### src/design/assert_macros.svh
// ---------------------------------------------------------------------------
// Assertion macros
// Shared wrappers for concurrent assertions used in the design folder.
// ---------------------------------------------------------------------------
`ifndef ASSERT_MACROS_SVH
`define ASSERT_MACROS_SVH

// Checked property, muted while reset is asserted (active-low reset).
`define RIOT_ASSERT(lbl, clk, rstn, prop, msg) \
  lbl: assert property (@(posedge clk) disable iff (!(rstn)) prop) else $error(msg);

// Checked property that also holds during reset.
`define RIOT_ASSERT_ALWAYS(lbl, clk, prop, msg) \
  lbl: assert property (@(posedge clk) prop) else $error(msg);

`endif

### src/design/riot_pkg.sv
// ---------------------------------------------------------------------------
// riot_pkg
// Types and constants shared by the RAM, I/O and timer block.
// ---------------------------------------------------------------------------
package riot_pkg;

  typedef enum logic [1:0] {
    OP_TICK  = 2'd0,
    OP_READ  = 2'd1,
    OP_WRITE = 2'd2,
    OP_NONE  = 2'd3
  } riot_op_e;

  // I/O register select, address bits [2:0] after the 0x287 mask
  typedef enum logic [2:0] {
    REG_PORTA  = 3'd0,
    REG_DDRA   = 3'd1,
    REG_PORTB  = 3'd2,
    REG_DDRB   = 3'd3,
    REG_TIM1T  = 3'd4,
    REG_TIM8T  = 3'd5,
    REG_TIM64T = 3'd6,
    REG_T1024T = 3'd7
  } riot_reg_e;

  localparam int unsigned IoSelBit  = 9;  // address bit picking I/O over RAM
  localparam int unsigned IoOkBit   = 7;  // must be set for a decoded I/O register
  localparam int unsigned RamAddrW  = 7;  // address bits feeding the RAM index
  localparam int unsigned PreW      = 11;

  localparam logic [7:0]      PortARst = 8'hFF;
  localparam logic [7:0]      PortBRst = 8'h0B;
  localparam logic [7:0]      RamRst   = 8'hFF;
  localparam logic [PreW-1:0] Div1     = 11'd1;
  localparam logic [PreW-1:0] Div8     = 11'd8;
  localparam logic [PreW-1:0] Div64    = 11'd64;
  localparam logic [PreW-1:0] Div1024  = 11'd1024;

  // Work handed from the stage register to the I/O unit
  typedef struct packed {
    logic      fire;    // stage item executes this cycle
    riot_op_e  op;
    logic      sel_ok;  // address bit 7 set
    riot_reg_e sel;
    logic [7:0] wdata;
    logic [7:0] pins_a;
    logic [7:0] pins_b;
  } riot_io_req_t;

  typedef struct packed {
    logic [7:0] rdata;
    logic       bad;
  } riot_io_rsp_t;

endpackage

### src/design/riot_ram_io_timer.sv
// ---------------------------------------------------------------------------
// riot_ram_io_timer
// RAM, I/O port and interval timer block driven by tick, read and write beats.
// ---------------------------------------------------------------------------
// Throughput is one beat per clock while out_stall_i is low; every input
// beat yields exactly one result beat. The pipe has two registers: a stage
// register (which also captures the scratch RAM read, addressed straight from
// the input port) and the result register. The stage item executes as it moves
// into the result register, so a write in the stage is visible to the very
// next beat: RAM by a write-to-read bypass, I/O and timer by plain register
// update. in_stall_o rises only when the stage is full and the result register
// is held by out_stall_i. No clearing pass after reset: each RAM byte has a
// valid bit and reads 0xFF until first written.
`include "assert_macros.svh"

module riot_ram_io_timer #(
  parameter int unsigned RAM_BYTES = 128
) (
  input  logic                clk_i,
  input  logic                rst_ni,
  input  logic                in_valid_i,
  output logic                in_stall_o,
  input  riot_pkg::riot_op_e  op_i,
  input  logic [15:0]         address_i,
  input  logic [7:0]          write_data_i,
  input  logic [7:0]          port_a_pins_i,
  input  logic [7:0]          port_b_pins_i,
  output logic                out_valid_o,
  input  logic                out_stall_i,
  output logic [7:0]          read_data_o,
  output logic                bad_address_o
);
  import riot_pkg::*;

  localparam int unsigned IdxW     = $clog2(RAM_BYTES);
  localparam int unsigned ModSteps = 127 / RAM_BYTES;

  // (address & 0x7F) % RAM_BYTES by repeated compare and subtract
  function automatic logic [IdxW-1:0] ram_index(input logic [RamAddrW-1:0] a);
    logic [RamAddrW:0] r;
    r = {1'b0, a};
    for (int k = 0; k < ModSteps; k++) begin
      if (r >= (RamAddrW+1)'(RAM_BYTES)) begin
        r = r - (RamAddrW+1)'(RAM_BYTES);
      end
    end
    return r[IdxW-1:0];
  endfunction

  // handshake
  logic accept, advance;

  // stage register
  logic            s1_vld_q;
  riot_op_e        op_q;
  logic            is_io_q;
  logic            sel_ok_q;
  riot_reg_e       sel_q;
  logic [IdxW-1:0] idx_q;
  logic [7:0]      wdata_q, pins_a_q, pins_b_q;

  // result register
  logic       out_vld_q;
  logic [7:0] rdata_q, rdata_d;
  logic       bad_q, bad_d;

  logic [IdxW-1:0] rd_idx;
  logic [7:0]      ram_rd;
  logic            ram_we;
  riot_io_req_t    io_req;
  riot_io_rsp_t    io_rsp;

  assign advance    = s1_vld_q && (!out_vld_q || !out_stall_i);
  assign in_stall_o = s1_vld_q && !advance;
  assign accept     = in_valid_i && !in_stall_o;

  assign rd_idx = ram_index(address_i[RamAddrW-1:0]);
  assign ram_we = advance && (op_q == OP_WRITE) && !is_io_q;

  always_ff @(posedge clk_i or negedge rst_ni) begin
    if (!rst_ni) begin
      s1_vld_q  <= 1'b0;
      out_vld_q <= 1'b0;
    end else begin
      if (accept) begin
        s1_vld_q <= 1'b1;
      end else if (advance) begin
        s1_vld_q <= 1'b0;
      end
      if (advance) begin
        out_vld_q <= 1'b1;
      end else if (!out_stall_i) begin
        out_vld_q <= 1'b0;
      end
    end
  end

  always_ff @(posedge clk_i) begin
    if (accept) begin
      op_q     <= op_i;
      is_io_q  <= address_i[IoSelBit];
      sel_ok_q <= address_i[IoOkBit];
      sel_q    <= riot_reg_e'(address_i[2:0]);
      idx_q    <= rd_idx;
      wdata_q  <= write_data_i;
      pins_a_q <= port_a_pins_i;
      pins_b_q <= port_b_pins_i;
    end
    if (advance) begin
      rdata_q <= rdata_d;
      bad_q   <= bad_d;
    end
  end

  riot_ram #(
    .Depth (RAM_BYTES),
    .IdxW  (IdxW)
  ) u_ram (
    .clk_i     (clk_i),
    .rst_ni    (rst_ni),
    .rd_en_i   (accept),
    .rd_idx_i  (rd_idx),
    .wr_en_i   (ram_we),
    .wr_idx_i  (idx_q),
    .wr_data_i (wdata_q),
    .rd_data_o (ram_rd)
  );

  // ticks always reach the I/O unit; reads and writes only on I/O addresses
  always_comb begin
    io_req.fire   = advance && ((op_q == OP_TICK) || is_io_q);
    io_req.op     = op_q;
    io_req.sel_ok = sel_ok_q;
    io_req.sel    = sel_q;
    io_req.wdata  = wdata_q;
    io_req.pins_a = pins_a_q;
    io_req.pins_b = pins_b_q;
  end

  riot_io u_io (
    .clk_i  (clk_i),
    .rst_ni (rst_ni),
    .req_i  (io_req),
    .rsp_o  (io_rsp)
  );

  always_comb begin
    rdata_d = 8'h00;
    bad_d   = 1'b0;
    case (op_q)
      OP_READ: begin
        rdata_d = is_io_q ? io_rsp.rdata : ram_rd;
        bad_d   = is_io_q && io_rsp.bad;
      end
      OP_WRITE: bad_d = is_io_q && io_rsp.bad;
      default: ;
    endcase
  end

  assign out_valid_o   = out_vld_q;
  assign read_data_o   = rdata_q;
  assign bad_address_o = bad_q;

  `RIOT_ASSERT(a_stall_needs_stage, clk_i, rst_ni, in_stall_o |-> s1_vld_q && out_vld_q, "stall without a full pipe")
  `RIOT_ASSERT(a_accept_fills, clk_i, rst_ni, accept |=> s1_vld_q, "accepted beat lost from stage")
  `RIOT_ASSERT(a_advance_shows, clk_i, rst_ni, advance |=> out_vld_q, "executed beat not presented")
  `RIOT_ASSERT(a_held_stage, clk_i, rst_ni, (s1_vld_q && !advance) |=> s1_vld_q && $stable(idx_q), "held stage item changed")
  `RIOT_ASSERT_ALWAYS(a_reset_empty, clk_i, !rst_ni |=> !s1_vld_q && !out_vld_q, "pipe not empty after reset")

endmodule

### src/design/riot_ram.sv
// ---------------------------------------------------------------------------
// riot_ram
// Scratch RAM with per-byte valid bits and a registered, bypassed read.
// ---------------------------------------------------------------------------
module riot_ram #(
  parameter int unsigned Depth = 128,
  parameter int unsigned IdxW  = 7
) (
  input  logic            clk_i,
  input  logic            rst_ni,
  input  logic            rd_en_i,
  input  logic [IdxW-1:0] rd_idx_i,
  input  logic            wr_en_i,
  input  logic [IdxW-1:0] wr_idx_i,
  input  logic [7:0]      wr_data_i,
  output logic [7:0]      rd_data_o
);
  import riot_pkg::*;

  logic [7:0]       mem [Depth];
  logic [Depth-1:0] vld_q;
  logic [7:0]       raw_q;
  logic             hit_q;
  logic             byp_q;
  logic [7:0]       byp_data_q;

  always_ff @(posedge clk_i) begin
    if (wr_en_i) begin
      mem[wr_idx_i] <= wr_data_i;
    end
    if (rd_en_i) begin
      raw_q      <= mem[rd_idx_i];
      byp_data_q <= wr_data_i;
    end
  end

  always_ff @(posedge clk_i or negedge rst_ni) begin
    if (!rst_ni) begin
      vld_q <= '0;
      hit_q <= 1'b0;
      byp_q <= 1'b0;
    end else begin
      if (wr_en_i) begin
        vld_q[wr_idx_i] <= 1'b1;
      end
      if (rd_en_i) begin
        hit_q <= vld_q[rd_idx_i];
        byp_q <= wr_en_i && (wr_idx_i == rd_idx_i);
      end
    end
  end

  // same-cycle write wins, never-written bytes read as the reset fill
  assign rd_data_o = byp_q ? byp_data_q : (hit_q ? raw_q : RamRst);

endmodule

### src/design/riot_io.sv
// ---------------------------------------------------------------------------
// riot_io
// Port, direction and interval timer registers with their tick update.
// ---------------------------------------------------------------------------
module riot_io (
  input  logic                  clk_i,
  input  logic                  rst_ni,
  input  riot_pkg::riot_io_req_t req_i,
  output riot_pkg::riot_io_rsp_t rsp_o
);
  import riot_pkg::*;

  logic [7:0]      pa_q, pa_d, pb_q, pb_d;
  logic [7:0]      ddra_q, ddra_d, ddrb_q, ddrb_d;
  logic [7:0]      tim_q, tim_d;
  logic [PreW-1:0] div_q, div_d;
  logic [PreW-1:0] pre_q, pre_d;
  logic            uf_q, uf_d;
  logic [PreW-1:0] pre_inc;
  logic            is_acc;

  assign pre_inc = pre_q + PreW'(1);
  assign is_acc  = (req_i.op == OP_READ) || (req_i.op == OP_WRITE);

  // read data and bad-address flag
  always_comb begin
    rsp_o.rdata = 8'h00;
    rsp_o.bad   = is_acc && !req_i.sel_ok;
    if (req_i.op == OP_READ && req_i.sel_ok) begin
      case (req_i.sel)
        REG_PORTA:              rsp_o.rdata = pa_q;
        REG_DDRA:               rsp_o.rdata = ddra_q;
        REG_PORTB:              rsp_o.rdata = pb_q;
        REG_DDRB:               rsp_o.rdata = ddrb_q;
        REG_TIM1T, REG_TIM64T:  rsp_o.rdata = tim_q;
        default:                rsp_o.rdata = 8'h00;  // status reads zero
      endcase
    end
  end

  always_comb begin
    pa_d   = pa_q;
    pb_d   = pb_q;
    ddra_d = ddra_q;
    ddrb_d = ddrb_q;
    tim_d  = tim_q;
    div_d  = div_q;
    pre_d  = pre_q;
    uf_d   = uf_q;
    if (req_i.fire) begin
      case (req_i.op)
        OP_TICK: begin
          pre_d = pre_inc;
          if (pre_inc > div_q || uf_q) begin
            pre_d = '0;
            tim_d = tim_q - 8'd1;
            if (tim_q == 8'h00) begin
              uf_d = 1'b1;
            end
          end
          pa_d = req_i.pins_a | (pa_q & ddra_q);
          pb_d = req_i.pins_b | (pb_q & ddrb_q);
        end
        OP_READ: begin
          if (req_i.sel_ok && (req_i.sel == REG_TIM1T || req_i.sel == REG_TIM64T)) begin
            uf_d = 1'b0;
          end
        end
        OP_WRITE: begin
          if (req_i.sel_ok) begin
            case (req_i.sel)
              REG_PORTA: pa_d   = req_i.wdata;
              REG_DDRA:  ddra_d = req_i.wdata;
              REG_PORTB: pb_d   = req_i.wdata;
              REG_DDRB:  ddrb_d = req_i.wdata;
              default: begin
                // timer load: low two select bits pick the prescale
                case (req_i.sel)
                  REG_TIM1T:  div_d = Div1;
                  REG_TIM8T:  div_d = Div8;
                  REG_TIM64T: div_d = Div64;
                  default:    div_d = Div1024;
                endcase
                tim_d = req_i.wdata - 8'd1;
                pre_d = '0;
                uf_d  = 1'b0;
              end
            endcase
          end
        end
        default: ;
      endcase
    end
  end

  always_ff @(posedge clk_i or negedge rst_ni) begin
    if (!rst_ni) begin
      pa_q   <= PortARst;
      pb_q   <= PortBRst;
      ddra_q <= 8'h00;
      ddrb_q <= 8'h00;
      tim_q  <= 8'h00;
      div_q  <= Div1024;
      pre_q  <= '0;
      uf_q   <= 1'b0;
    end else begin
      pa_q   <= pa_d;
      pb_q   <= pb_d;
      ddra_q <= ddra_d;
      ddrb_q <= ddrb_d;
      tim_q  <= tim_d;
      div_q  <= div_d;
      pre_q  <= pre_d;
      uf_q   <= uf_d;
    end
  end

endmodule

### config.mk
export PLATFORM = sky130hd
export DESIGN_NAME = riot_ram_io_timer
export DESIGN_NICKNAME = d
export VERILOG_FILES = /design/src/design/riot_pkg.sv /design/src/design/riot_ram_io_timer.sv /design/src/design/riot_ram.sv /design/src/design/riot_io.sv
export VERILOG_INCLUDE_DIRS = /design/src /design/src/design
export SDC_FILE = /design/constraint.sdc
export NUM_CORES = 1
export LEC_CHECK = 0
export BUFFER_PORTS_ARGS = -buffer_cell sky130_fd_sc_hd__buf_4
export CAP_MARGIN = 40
export CORE_AREA = 2 2 306 308
export CTS_BUF_LIST = sky130_fd_sc_hd__clkbuf_4
export DETAILED_ROUTE_END_ITERATION = 8
export DIE_AREA = 0 0 308 310
export PLACE_DENSITY = 0.74
export SLEW_MARGIN = 20
export SYNTH_ARGS = -nofsm -noshare
export SYNTH_HDL_FRONTEND = slang
export SYNTH_SLANG_ARGS = --single-unit
### constraint.sdc
create_clock -name clk_i -period 3.8 [get_ports clk_i]
set_input_delay 0.57 -clock clk_i [delete_from_list [all_inputs] [get_ports clk_i]]
set_output_delay 0.57 -clock clk_i [all_outputs]
set_load 0.05 [all_outputs]
[Word level (Yosys, flattened, before mapping)]
Memory sizes are Yosys's and may differ from the RTL's. A register that Yosys moved wholly into a read port is not among the register bits.
Index checks and enable logic that the tools add are counted.
Cells by class
  mux-type cells: 36
  bitwise gates (word level): 6
  add/subtract/negate cells: 3
  equality and inequality tests: 17
  reductions and logical operators: 40
  magnitude comparators: 4
Operators by type and width (number)
  128-bit OR: 1
  8-bit two-way mux: 11
  8-bit one-hot mux with 2 select lines: 3
  8-bit one-hot mux with 5 select lines: 1
  11-bit two-way mux: 3
  11-bit one-hot mux with 3 select lines: 1
  4-bit AND reduction: 6
  11-bit one-hot mux with 2 select lines: 1
  8-bit AND: 2
  7-bit by 8-bit < comparator with 1-bit output (second input constant): 2
  8-bit OR: 2
  8-bit by 1-bit subtractor with 8-bit output (second input constant): 2
  1-bit two-way mux: 13
  1-bit logical AND: 12
  11-bit by 1-bit adder with 11-bit output (second input constant): 1
  11-bit greater-than comparator: 1
  2-bit by 1-bit inequality test with 1-bit output (second input constant): 5
  3-bit == test (second input constant): 3
  8-bit zero test: 1
  1-bit binary-select mux with 7-bit select: 1
  1-bit demux with 7-bit select: 1
  7-bit == test: 1
  7-bit by 1-bit greater-or-equal comparator with 1-bit output (second input constant): 1
  7-bit AND reduction: 1
  16 further kinds: 30
Word-level totals
  memory bits (writable): 1024
  memories kept: 1
  output and inout bits: 11
  bits in registers: 250
  word-level logic and storage cells: 131
  input bits: 46
Memory list
  u_ram.mem: words 128, width 8, read ports 1, clocked after memory_dff 1, write ports 1, RTL line riot_ram.sv:20  | logic [7:0] mem [Depth];

[Longest topological paths before layout]
Gate-level depths: netlist (run 1).
  depth in word-level cells: 8
  depth in mapped cells: 13
  depth with buffers taken out: 11

[By module]
Synthesis (run 1) repeated with hierarchy kept, for this count alone.
Second synthesis, totals
  cell total of the unflattened synthesis: 2523
  area total of the unflattened synthesis: 50679.9 µm²
By module, submodules not included
  riot_ram: area each 45402.3 µm², instances 1, sequential area each 34483.1 µm², cells each 2062
  riot_io: area each 3654.8 µm², instances 1, sequential area each 1416.4 µm², cells each 384
  riot_ram_io_timer: area each 1622.8 µm², instances 1, sequential area each 1371.3 µm², cells each 77

[Least setup slack after synthesis (run 1)]
No wires, ideal clock.
  path kind: flip-flop to flip-flop
  from: register wdata_q[0]
  to: register u_io.tim_q[4]
  buffers on the path: 0
  slack: 0.474 ns
  period minus slack after synthesis: 3.326 ns
  data required time: 3.671 ns
  setup time: 0.129 ns
  data arrival time: 3.198 ns
  cell stages (with the launch flop): 7
  cells stage by stage: edfxtp_1 -> mux2i_1 -> ha_1 -> nand2_1 -> xor2_1 -> a2111oi_0 -> a2111o_1
On the way
  longest elaborated chain between the ends: 4
RTL lines
  start: declaration: RTL line riot_ram_io_timer.sv:60  | logic [7:0] wdata_q, pins_a_q, pins_b_q;
  start signal: assignment: RTL line riot_ram_io_timer.sv:105  | wdata_q <= write_data_i;
  8-bit by 1-bit subtractor with 8-bit output: RTL line riot_io.sv:84  | tim_d = req_i.wdata - 8'd1;
  8-bit two-way mux: RTL line riot_io.sv:71  | case (req_i.sel)
  8-bit two-way mux: RTL line riot_io.sv:70  | if (req_i.sel_ok) begin
  8-bit one-hot mux with 2 select lines: RTL line riot_io.sv:51  | case (req_i.op)
  end signal: assignment: RTL line riot_io.sv:111  | tim_q <= tim_d;
  end: declaration: RTL line riot_io.sv:15  | logic [7:0] tim_q, tim_d;
Every way passes these cells. The select of a mux whose other input is x is not followed.
A chain may end at the register's enable or synchronous reset.

[Worst setup path after layout (run 1)]
  from: register u_io.pre_q[0]
  to: register u_io.tim_q[0]
On the way
  longest elaborated chain between the ends: 5
RTL lines
  start: declaration: RTL line riot_io.sv:17  | logic [PreW-1:0] pre_q, pre_d;
  start signal: assignment: RTL line riot_io.sv:113  | pre_q <= pre_d;
  11-bit by 1-bit adder with 11-bit output: RTL line riot_io.sv:22  | assign pre_inc = pre_q + PreW'(1);
  11-bit greater-than comparator: RTL line riot_io.sv:54  | if (pre_inc > div_q || uf_q) begin
  1-bit logical OR: RTL line riot_io.sv:54
  2-bit by 1-bit inequality test with 1-bit output (no source line)
  5-bit AND reduction (no source line)
Every way passes these cells.

==> impl_metrics.json, run 1 <==
{
  "fillers": 6216,
  "postCtsResizedCells": 0,
  "top_usage_layer": "met2",
  "post_cts_buffers": 0,
  "first_pass_iters": 5,
  "relSlewSlack_pct": 39.7,
  "die_x_um": 308,
  "die-area_um2": 95500,
  "grt-ovfl-total": 0,
  "rr_worst_depth": 11,
  "numCtsBuffers": 327,
  "finalSetupTns_ps": 0,
  "portBuffers": 49,
  "yosys_warnings": 0,
  "synth_area_um2": 50300,
  "drive_above_1_share_pct": 39.1,
  "synth.distinct_cells": 64,
  "irDropWorstVdd_mv": 0.230,
  "worst_setup_path_start_kind": "flop",
  "crit_path_end_kind": "flop",
  "min_from": "address_i[0]",
  "maxCapViolCount": 0,
  "drv_slew": 0,
  "r2r_start": "u_io.pre_q[0]",
  "die_height_um": 310,
  "cts-root-buf": "clkbuf_4",
  "crit_type": "flop to flop",
  "ant_nets": 0,
  "postLayoutCellArea_um2": 57800,
  "dp_hpwl_um": 70900,
  "met3_usage_pct": 5.64,
  "grt_pass1_vias": 27600,
  "clock.fmax_ghz": 0.291,
  "power_leakage_nw": 20.4,
  "cp.arrival_ps": 4410,
  "grt_setup_unrepaired": "false",
  "outcome": "finished, final reports clean",
  "cts.sink_count": 1272,
  "ctsHoldBuffers": 37,
  "vias": 26900,
  "grt_use_met2_pct": 38.2,
  "grt_max_degree": 135,
  "worstSetupPathDepth": 11,
  "fin_crit_ps": 3430,
  "route.detailed.drc": 0,
  "track_usage_pct": 24.6,
  "grt_pass1_wl_um": 172000,
  "whs_endpoint": "sel_q[0]",
  "synth_cells": 2483,
  "num_io_pins": 57,
  "synth_enable_flop_cells": 1084,
  "clock_path_buffers": 4,
  "whs_path_depth": 3,
  "nets": 3010,
  "routedWlPerCell_um": 26.2,
  "grt_use_met1_pct": 34.0,
  "gp_congestion": 0.885,
  "layout.cells.non_filler": 4388,
  "dpl.cell_count": 3733,
  "crit_top_cell": "ha_1",
  "async_flop_share_pct": 14.8,
  "p_total_w": 0.0288,
  "viasPerCell": 6.12,
  "final_util_pct": 62.5,
  "tightest_slew_ps": 902,
  "ys_seq_elements": 1272,
  "power_density_nw_per_um2": 499,
  "avgSynthCellArea_um2": 20.3,
  "cp.buffers_inverters": 0,
  "syn2layout_area_growth_pct": 14.8,
  "hold_viol_final": 0,
  "clk_latency_ps": 1170,
  "coreArea_um2": 92500,
  "finalSetupViolCount": 0,
  "yosys_most_used_dff": "edfxtp_1",
  "hp-class": "primary input to flop",
  "reg2reg_slack_ps": 370,
  "cts_tree": "yes",
  "htree_levels": 5,
  "start_util_pct": 54.4,
  "wirelength_um": 115000,
  "clk_pin_slew_ps": 60,
  "path_cells": "ha_1 > nand2_1 > nor2_1 > xor2_1 > ha_1 > o311ai_0 > o21ba_1 > a2111oi_0 > a31o_2 > a21o_1 > mux2_1",
  "row_count": 112,
  "antenna_found_initial": 5,
  "place_area_um2": 53000,
  "synth_nets": 2539,
  "r2r-end": "u_io.tim_q[0]",
  "ys_seq_area_share_pct": 74.1,
  "fin_skew_ps": 79.6,
  "first_iter_violations": 3021,
  "crit_family": "compound AO/OA/AOI/OAI gates",
  "cp_data_required_time_ps": 4780,
  "cpMaxStageDelayCell": "dfrtp_1",
  "path_max_fanout": 8,
  "cp_slowest_stage_delay_ps": 450,
  "period_share_pct": 90.3
}
cell usage after synthesis, drive strengths merged, types with 6 or more instances:
| library cell | count | share of area [%] |
|---|---|---|
| o21ai | 28 | 0.28 |
| a22oi | 33 | 0.49 |
| or2 | 128 | 1.6 |
| inv | 15 | 0.11 |
| buf | 67 | 0.76 |
| nand2 | 47 | 0.35 |
| xor2 | 14 | 0.24 |
| mux4 | 357 | 16 |
| ha | 10 | 0.25 |
| dfrtp | 176 | 8.8 |
| o221ai | 6 | 0.10 |
| nand3 | 26 | 0.26 |
| mux2i | 43 | 0.86 |
| clkbuf | 63 | 0.47 |
| a211oi | 6 | 0.090 |
| nand2b | 10 | 0.12 |
| nor2b | 13 | 0.16 |
| nor2 | 183 | 1.4 |
| a21oi | 25 | 0.25 |
| nor3 | 13 | 0.13 |
| mux2 | 20 | 0.45 |
| edfxtp | 1084 | 65 |
| o22ai | 18 | 0.22 |
| dfstp | 12 | 0.63 |
| a221oi | 18 | 0.31 |
| a31oi | 8 | 0.10 |
kinds of logic (layout without fill, tap and decap cells):
kind of cell,after synthesis,after routing,share of synthesized area [%]
compound gates,171,171,2.37
xor+xnor,16,16,0.279
fa+ha+maj,10,10,0.249
buf+inv,147,847,1.35
flops,1272,1272,74.1
mux,420,420,17.3
other cells,0,8,0
simple gates,447,447,4.36
where the power goes:
group	leakage, nW	internal [W]	switching (W)
registers	12.3	0.0155	0.000216
logic	5.75	0.000858	0.00115
clock network	2.38	0.00591	0.00524
placed cells by master, fill, tap and decap left out, drive strengths merged, types with 3 or more instances in the layout:
cell	instances
mux4	357
o22ai	18
dfrtp	176
nor2b	13
nand3	26
nor3	13
a211o	3
nand2	47
a31oi	8
a221oi	18
and2	4
inv	21
a32o	4
ha	10
or3	4
nand3b	4
or2	128
a22oi	33
xor2	14
a21oi	25
bufinv	3
nand4	4
mux2	20
a211oi	6
o221ai	6
clkinv	77
buf	233
edfxtp	1084
o21ai	28
dfstp	12
mux2i	43
clkbuf	475
diode	8
nor2	183
nand2b	10
dlygate4sd3	38
worst max path at each step:
stage | from | to | slack, ps
after floorplan | wdata_q[0] | u_io.tim_q[4] | 470
after global placement | address_i[0] | u_ram.raw_q[1] | 440
after detailed placement | u_io.pre_q[0] | u_io.tim_q[0] | 380
after CTS | u_io.pre_q[0] | u_io.tim_q[0] | 370
after global routing | u_io.pre_q[0] | u_io.tim_q[0] | 120
final | u_io.pre_q[0] | u_io.tim_q[0] | 370
layout make-up:
type / count / area, um2 / area share [%]
clock inverters: 84 / 412 / 0.713
diodes: 8 / 20.0 / 0.0347
repair buffers: 272 / 2590 / 4.48
well taps: 1197 / 1500 / 2.59
clock buffers: 474 / 3560 / 6.16
multi-input cells: 1064 / 12300 / 21.4
flip-flops and latches: 1272 / 37300 / 64.5
inverters: 17 / 66.3 / 0.115
sequential cells by signal, summed over array words and instances, names as in the netlist, 4 cells and up:
name and count:
u_ram.vld_q 128, read_data_o 8, pins_b_q 8, u_io.ddrb_q 8, wdata_q 8, u_ram.byp_data_q 8, u_ram.mem 1024, u_io.div_q 4
u_ram.raw_q 8, u_io.ddra_q 8, idx_q 5, pins_a_q 8, u_io.pb_q 8, u_io.pre_q 11, u_io.tim_q 8, u_io.pa_q 8
layer usage:
metal / vias to the layer above / part of all wire (%)
li1: 11300 / -
met1: 13900 / 39
met2: 1402 / 48
met3: 249 / 8.9
met4: 6 / 3.6
met5: - / 0.030
tightest hold or removal path, cell delays in order:
cell and delay, ps:
buf_8 140, buf_12 170, buf_12 170
metrics by stage:
step                worst slack (ps)  hold slack [ps]
floorplan                        474              274
global route                     118              117
finish                           367              160
CTS                              368             2.60
global placement                 436              445
detailed placement               375              449
Power figures use the tool's default switching activity.
==> run 2, diff against run 1 <==
Settings changed: BUFFER_PORTS_ARGS -buffer_cell sky130_fd_sc_hd__buf_4 to -buffer_cell sky130_fd_sc_hd__clkbuf_2.
==> impl_metrics.json, run 2 (synthesized netlist as in run 1, its figures left out) <==
{
  "wirelength_um": 116000,
  "crit_family": "compound AO/OA/AOI/OAI gates",
  "coreArea_um2": 92500,
  "cts_tree": "yes",
  "grt_pass1_vias": 27800,
  "routedWlPerCell_um": 26.6,
  "regMostFlops": "u_ram.mem",
  "cp.arrival_ps": 4500,
  "grt-ovfl-total": 0,
  "path_max_fanout": 8,
  "grt_setup_unrepaired": "false",
  "hold_ws_ps": 122,
  "cp_data_required_time_ps": 4790,
  "power_density_nw_per_um2": 505,
  "worstSetupPathDepth": 11,
  "clock_path_buffers": 4,
  "clock.fmax_ghz": 0.285,
  "hp-class": "primary input to flop",
  "relSlewSlack_pct": 41.7,
  "finalSetupViolCount": 0,
  "hold_viol_final": 0,
  "dp_hpwl_um": 70400,
  "cp.buffers_inverters": 0,
  "outcome": "finished, final reports clean",
  "finalSetupTns_ps": 0,
  "track_usage_pct": 25.0,
  "irDropWorstVdd_mv": 0.245,
  "grt_max_degree": 137,
  "period_share_pct": 92.4,
  "fin_skew_ps": 112,
  "cp_slowest_stage_delay_ps": 440,
  "largest_reg_flops": 1024,
  "die-area_um2": 95500,
  "crit_type": "flop to flop",
  "power_leakage_nw": 20.4,
  "cts-root-buf": "clkbuf_4",
  "r2r-end": "u_io.tim_q[0]",
  "r2r_start": "u_io.pre_q[0]",
  "final_common_cell": "edfxtp_1",
  "numCtsBuffers": 325,
  "final_cell_mix": "edfxtp_1, clkbuf_4, mux4_2",
  "gp_congestion": 0.872,
  "drv_slew": 0,
  "rr_worst_depth": 11,
  "clk_pin_slew_ps": 70,
  "ant_nets": 0,
  "vias": 27000,
  "viasPerCell": 6.17,
  "grt_pass1_wl_um": 174000,
  "worst_setup_path_start_kind": "flop",
  "cpMaxStageDelayCell": "dfrtp_1",
  "postCtsResizedCells": 0,
  "cts.sink_count": 1272,
  "htree_levels": 5,
  "clk_latency_ps": 1180,
  "fin_crit_ps": 3510,
  "crit_path_end_kind": "flop",
  "syn2layout_area_growth_pct": 14.7,
  "die_x_um": 308,
  "maxCapViolCount": 0,
  "tightest_slew_ps": 872,
  "reg_top3": "u_ram.mem: 1024 flops, u_ram.vld_q: 128 flops, u_io.pre_q: 11 flops",
  "reg2reg_slack_ps": 290,
  "first_pass_iters": 6,
  "nets": 3006,
  "whs_endpoint": "idx_q[2]",
  "start_util_pct": 54.4,
  "antenna_found_initial": 4,
  "route.detailed.drc": 0,
  "path_cells": "ha_1 > nand2_1 > nor2_1 > xor2_1 > ha_1 > o311ai_0 > o21ba_1 > a2111oi_0 > a31o_2 > a21o_1 > mux2_1",
  "whs_path_depth": 2,
  "min_from": "address_i[2]",
  "ctsHoldBuffers": 43,
  "row_count": 112,
  "crit_top_cell": "ha_1",
  "die_height_um": 310,
  "post_cts_buffers": 0,
  "num_io_pins": 57,
  "first_iter_violations": 3345,
  "drive_above_1_share_pct": 39.3,
  "portBuffers": 49
}
[run 2: cell count changes in the layout (fill, tap and decap cells not counted), sizes merged]
cell and delta:
buf -51, clkinv -19, bufinv +3, diode -7, clkbuf +57, inv -3, dlygate4sd3 +4
[run 2: worst register-to-register path, cell delays in order (launching register included)]
cell,delay (ps)
dfrtp_1,440
ha_1,340
nand2_1,180
nor2_1,150
xor2_1,250
ha_1,330
o311ai_0,120
o21ba_1,190
a2111oi_0,370
a31o_2,290
a21o_1,350
mux2_1,360
[run 2: how the worst max path moves through the flow]
stage	endpoint	start	slack (ps)
2_1_floorplan	u_io.tim_q[4]	wdata_q[0]	470
3_3_place_gp	u_ram.raw_q[0]	address_i[0]	320
3_5_place_dp	u_ram.raw_q[4]	address_i[0]	280
4_1_cts	u_io.tim_q[0]	u_io.pre_q[0]	370
5_1_grt	u_io.tim_q[0]	u_io.pre_q[0]	110
6_report	u_io.tim_q[0]	u_io.pre_q[0]	290
[run 2: area by class of cell]
class                           count  area (um2)
Sequential cell                  1272       37300
Antenna cell                        1        2.50
Clock inverter                     65         413
Inverter                           17        66.3
Timing Repair Buffer              270        2430
Tap cell                         1197        1500
Clock buffer                      486        3650
Fill cell                        6296       34800
Multi-Input combinational cell   1064       12300
[run 2: power breakdown]
| group | internal, W | switching (W) |
|---|---|---|
| clock | 0.00621 | 0.00525 |
| combinational | 0.000826 | 0.00117 |
| sequential | 0.0155 | 0.000223 |
| total | 0.0225 | 0.00664 |
[run 2: per-stage QoR]
stage                     util, %  std cells  setup slack (ps)  power [W]  instance area (um2)
after floorplan                 -       2483               474     0.0172                50300
after global placement       56.7       3699               322     0.0178                52500
after detailed placement     56.9       3713               285     0.0179                52700
after CTS                    61.8       4307               367     0.0294                57200
after global routing         62.4       4372               114     0.0303                57700
final                        62.4       4372               290     0.0292                57700
[run 2: routing by layer]
metal / global-route usage, % / wire length (um)
met5: 0 / 44
met4: 9.77 / 3690
met3: 6.19 / 9940
met2: 39.7 / 57700
met1: 33.9 / 45100
==> run 3, diff against run 2 <==
Settings changed: CORE_AREA 2 2 306 308 to 2 2 307 309, DIE_AREA 0 0 308 310 to 0 0 309 311, PLACE_DENSITY 0.74 to 0.75, SYNTH_HIERARCHICAL from default to 1.
==> impl_metrics.json, run 3 <==
{
  "antenna_found_initial": 3,
  "cp_slowest_stage_delay_ps": 440,
  "synth_enable_flop_cells": 1084,
  "reg2reg_slack_ps": 340,
  "post_cts_buffers": 0,
  "crit_type": "flop to flop",
  "crit_top_cell": "ha_1",
  "start_util_pct": 54.6,
  "path_cells": "ha_1 > nand4_1 > inv_1 > nand3_1 > and2_1 > or2_2 > ha_1 > o21ai_0 > o31ai_1 > o31ai_2 > and2_4 > a21oi_4 > mux2_1",
  "synth.distinct_cells": 75,
  "yosysMostFrequentCell": "edfxtp_1",
  "period_share_pct": 91.1,
  "dp_hpwl_um": 70400,
  "final_common_cell": "edfxtp_1",
  "synth.area.top_cells": "edfxtp_1, mux4_2, dfrtp_1",
  "coreArea_um2": 92800,
  "irDropWorstVdd_mv": 0.358,
  "synth_nets": 2581,
  "route.detailed.drc": 0,
  "switching_power_w": 0.00663,
  "reg_top3": "u_ram/mem: 1024 flops, u_ram/vld_q: 128 flops, u_io/pre_q: 11 flops",
  "regMostFlops": "u_ram/mem",
  "cpMaxStageDelayCell": "dfrtp_1",
  "htree_levels": 5,
  "grt-ovfl-total": 0,
  "finalSetupViolCount": 0,
  "cts.sink_count": 1272,
  "track_usage_pct": 24.0,
  "power_leakage_nw": 20.7,
  "path_max_fanout": 9,
  "setup.worst_path.end": "u_io/tim_q[0]",
  "worst_setup_path_start_kind": "flop",
  "relSlewSlack_pct": 41.8,
  "die_x_um": 309,
  "nets": 3056,
  "rr_worst_depth": 13,
  "ctsHoldBuffers": 33,
  "wirelength_um": 113000,
  "final_cell_mix": "edfxtp_1, clkbuf_4, mux4_2",
  "cts_tree": "yes",
  "fin_crit_ps": 3460,
  "cp-startpoint": "u_io/pre_q[0]",
  "grt_pass1_vias": 27900,
  "maxCapViolCount": 0,
  "hold_viol_final": 0,
  "ys_top_cells_by_count": "edfxtp_1, mux4_2, dfrtp_1",
  "clk_latency_ps": 1230,
  "numCtsBuffers": 329,
  "hp-class": "primary input to flop",
  "cp_data_required_time_ps": 4770,
  "largest_reg_flops": 1024,
  "synth_cells": 2523,
  "grt_max_degree": 102,
  "first_pass_iters": 5,
  "ant_nets": 0,
  "synth_top_cell_area_share_pct": 64.2,
  "gp_congestion": 0.883,
  "postCtsResizedCells": 0,
  "intPower_w": 0.0224,
  "vias": 27100,
  "cp.arrival_ps": 4430,
  "p_total_w": 0.0291,
  "row_count": 112,
  "die_height_um": 311,
  "drv_slew": 0,
  "crit_path_end_kind": "flop",
  "power_density_nw_per_um2": 500,
  "power_frac_comb_pct": 6.8,
  "p_sw_share_pct": 22.8,
  "routedWlPerCell_um": 25.2,
  "ys_seq_area_share_pct": 73.5,
  "tightest_slew_ps": 869,
  "outcome": "finished, final reports clean",
  "avgSynthCellArea_um2": 20.1,
  "finalSetupTns_ps": 0,
  "power_frac_clock_pct": 39.2,
  "grt_setup_unrepaired": "false",
  "viasPerCell": 6.02,
  "r2r_start": "u_io/pre_q[0]",
  "fin_skew_ps": 145,
  "yosys_warnings": 6,
  "clock_path_buffers": 4,
  "yosys_most_used_dff": "edfxtp_1",
  "synth_area_um2": 50700,
  "first_iter_violations": 3105,
  "r2r-end": "u_io/tim_q[0]",
  "portBuffers": 49,
  "async_flop_share_pct": 14.8,
  "ys_seq_elements": 1272,
  "clk_pin_slew_ps": 70,
  "num_io_pins": 57,
  "clock.fmax_ghz": 0.289,
  "cts-root-buf": "clkbuf_4",
  "grt_pass1_wl_um": 171000,
  "yosysTopAreaCell": "edfxtp_1",
  "drive_above_1_share_pct": 39.4,
  "die-area_um2": 96100,
  "seqPwrFrac_pct": 54.0,
  "syn2layout_area_growth_pct": 14.8
}
## run 3: logic make-up after synthesis
family	count (synthesis)	synth area share [%]
AO/OA/AOI/OAI	176	2.50
XOR/XNOR	14	0.242
multiplexers	419	17.2
AND/OR/NAND/NOR	471	4.74
buffers and inverters	159	1.49
adder cells (fa/ha/maj)	12	0.296
flip-flops	1272	73.5
## run 3: final cells by class
| class | count | area, um2 |
|---|---|---|
| Clock buffer | 471 | 3540 |
| Tap cell | 1254 | 1570 |
| Multi-Input combinational cell | 1092 | 12700 |
| Fill cell | 6313 | 34600 |
| Antenna cell | 6 | 15.0 |
| Timing Repair Buffer | 276 | 2490 |
| Inverter | 27 | 101 |
| Sequential cell | 1272 | 37300 |
| Clock inverter | 97 | 554 |
## run 3: worst min path at each step
stage                      end              from  slack [ps]  depth (start not counted)
2_1_floorplan      out_valid_o            rst_ni         270                          0
3_3_place_gp   u_ram/vld_q[67]   u_ram/vld_q[67]         440                          1
3_5_place_dp   u_ram/vld_q[93]   u_ram/vld_q[93]         450                          1
4_1_cts        u_ram/vld_q[79]            rst_ni           1                          2
5_1_grt            pins_b_q[7]  port_b_pins_i[7]          70                          2
6_report           pins_b_q[7]  port_b_pins_i[7]         110                          2
## run 3: routing by layer
| layer | wire [um] | GRT usage, % | share of wire, % | vias up |
|---|---|---|---|---|
| li1 | - | - | - | 11400 |
| met4 | 4070 | 10.8 | 3.6 | 2 |
| met3 | 9430 | 4.86 | 8.3 | 247 |
| met1 | 43700 | 32.7 | 39 | 14000 |
| met5 | 16 | 0 | 0.014 | - |
| met2 | 56200 | 37.8 | 50 | 1399 |
## run 3: power groups by stage
stage / clock [W] / combinational [W] / sequential, W
after floorplan: 0 / 0.00116 / 0.0160
after global placement: 0 / 0.00183 / 0.0160
after detailed placement: 0 / 0.00191 / 0.0160
after CTS: 0.0116 / 0.00195 / 0.0157
after global routing: 0.0124 / 0.00210 / 0.0157
final: 0.0114 / 0.00196 / 0.0157
## run 3: per-stage QoR
step                      util [%]  hold slack, ps  instance area, um2  cells  worst slack, ps
after floorplan                  -             274               50700   2523              340
after global placement        57.3             445               53200   3829              344
after detailed placement      57.5             451               53300   3840              283
after CTS                     62.2            1.33               57700   4441              366
after global routing          62.7            71.7               58200   4493             21.6
final                         62.7             108               58200   4495              337
## run 3: worst max-delay path: cells and delay by family (launching register included)
family / cells / cell delay, ps
compound gates: 4 / 780
fa+ha+maj: 2 / 680
buf+inv: 1 / 100
flops: 1 / 440
mux: 1 / 350
simple gates: 5 / 990
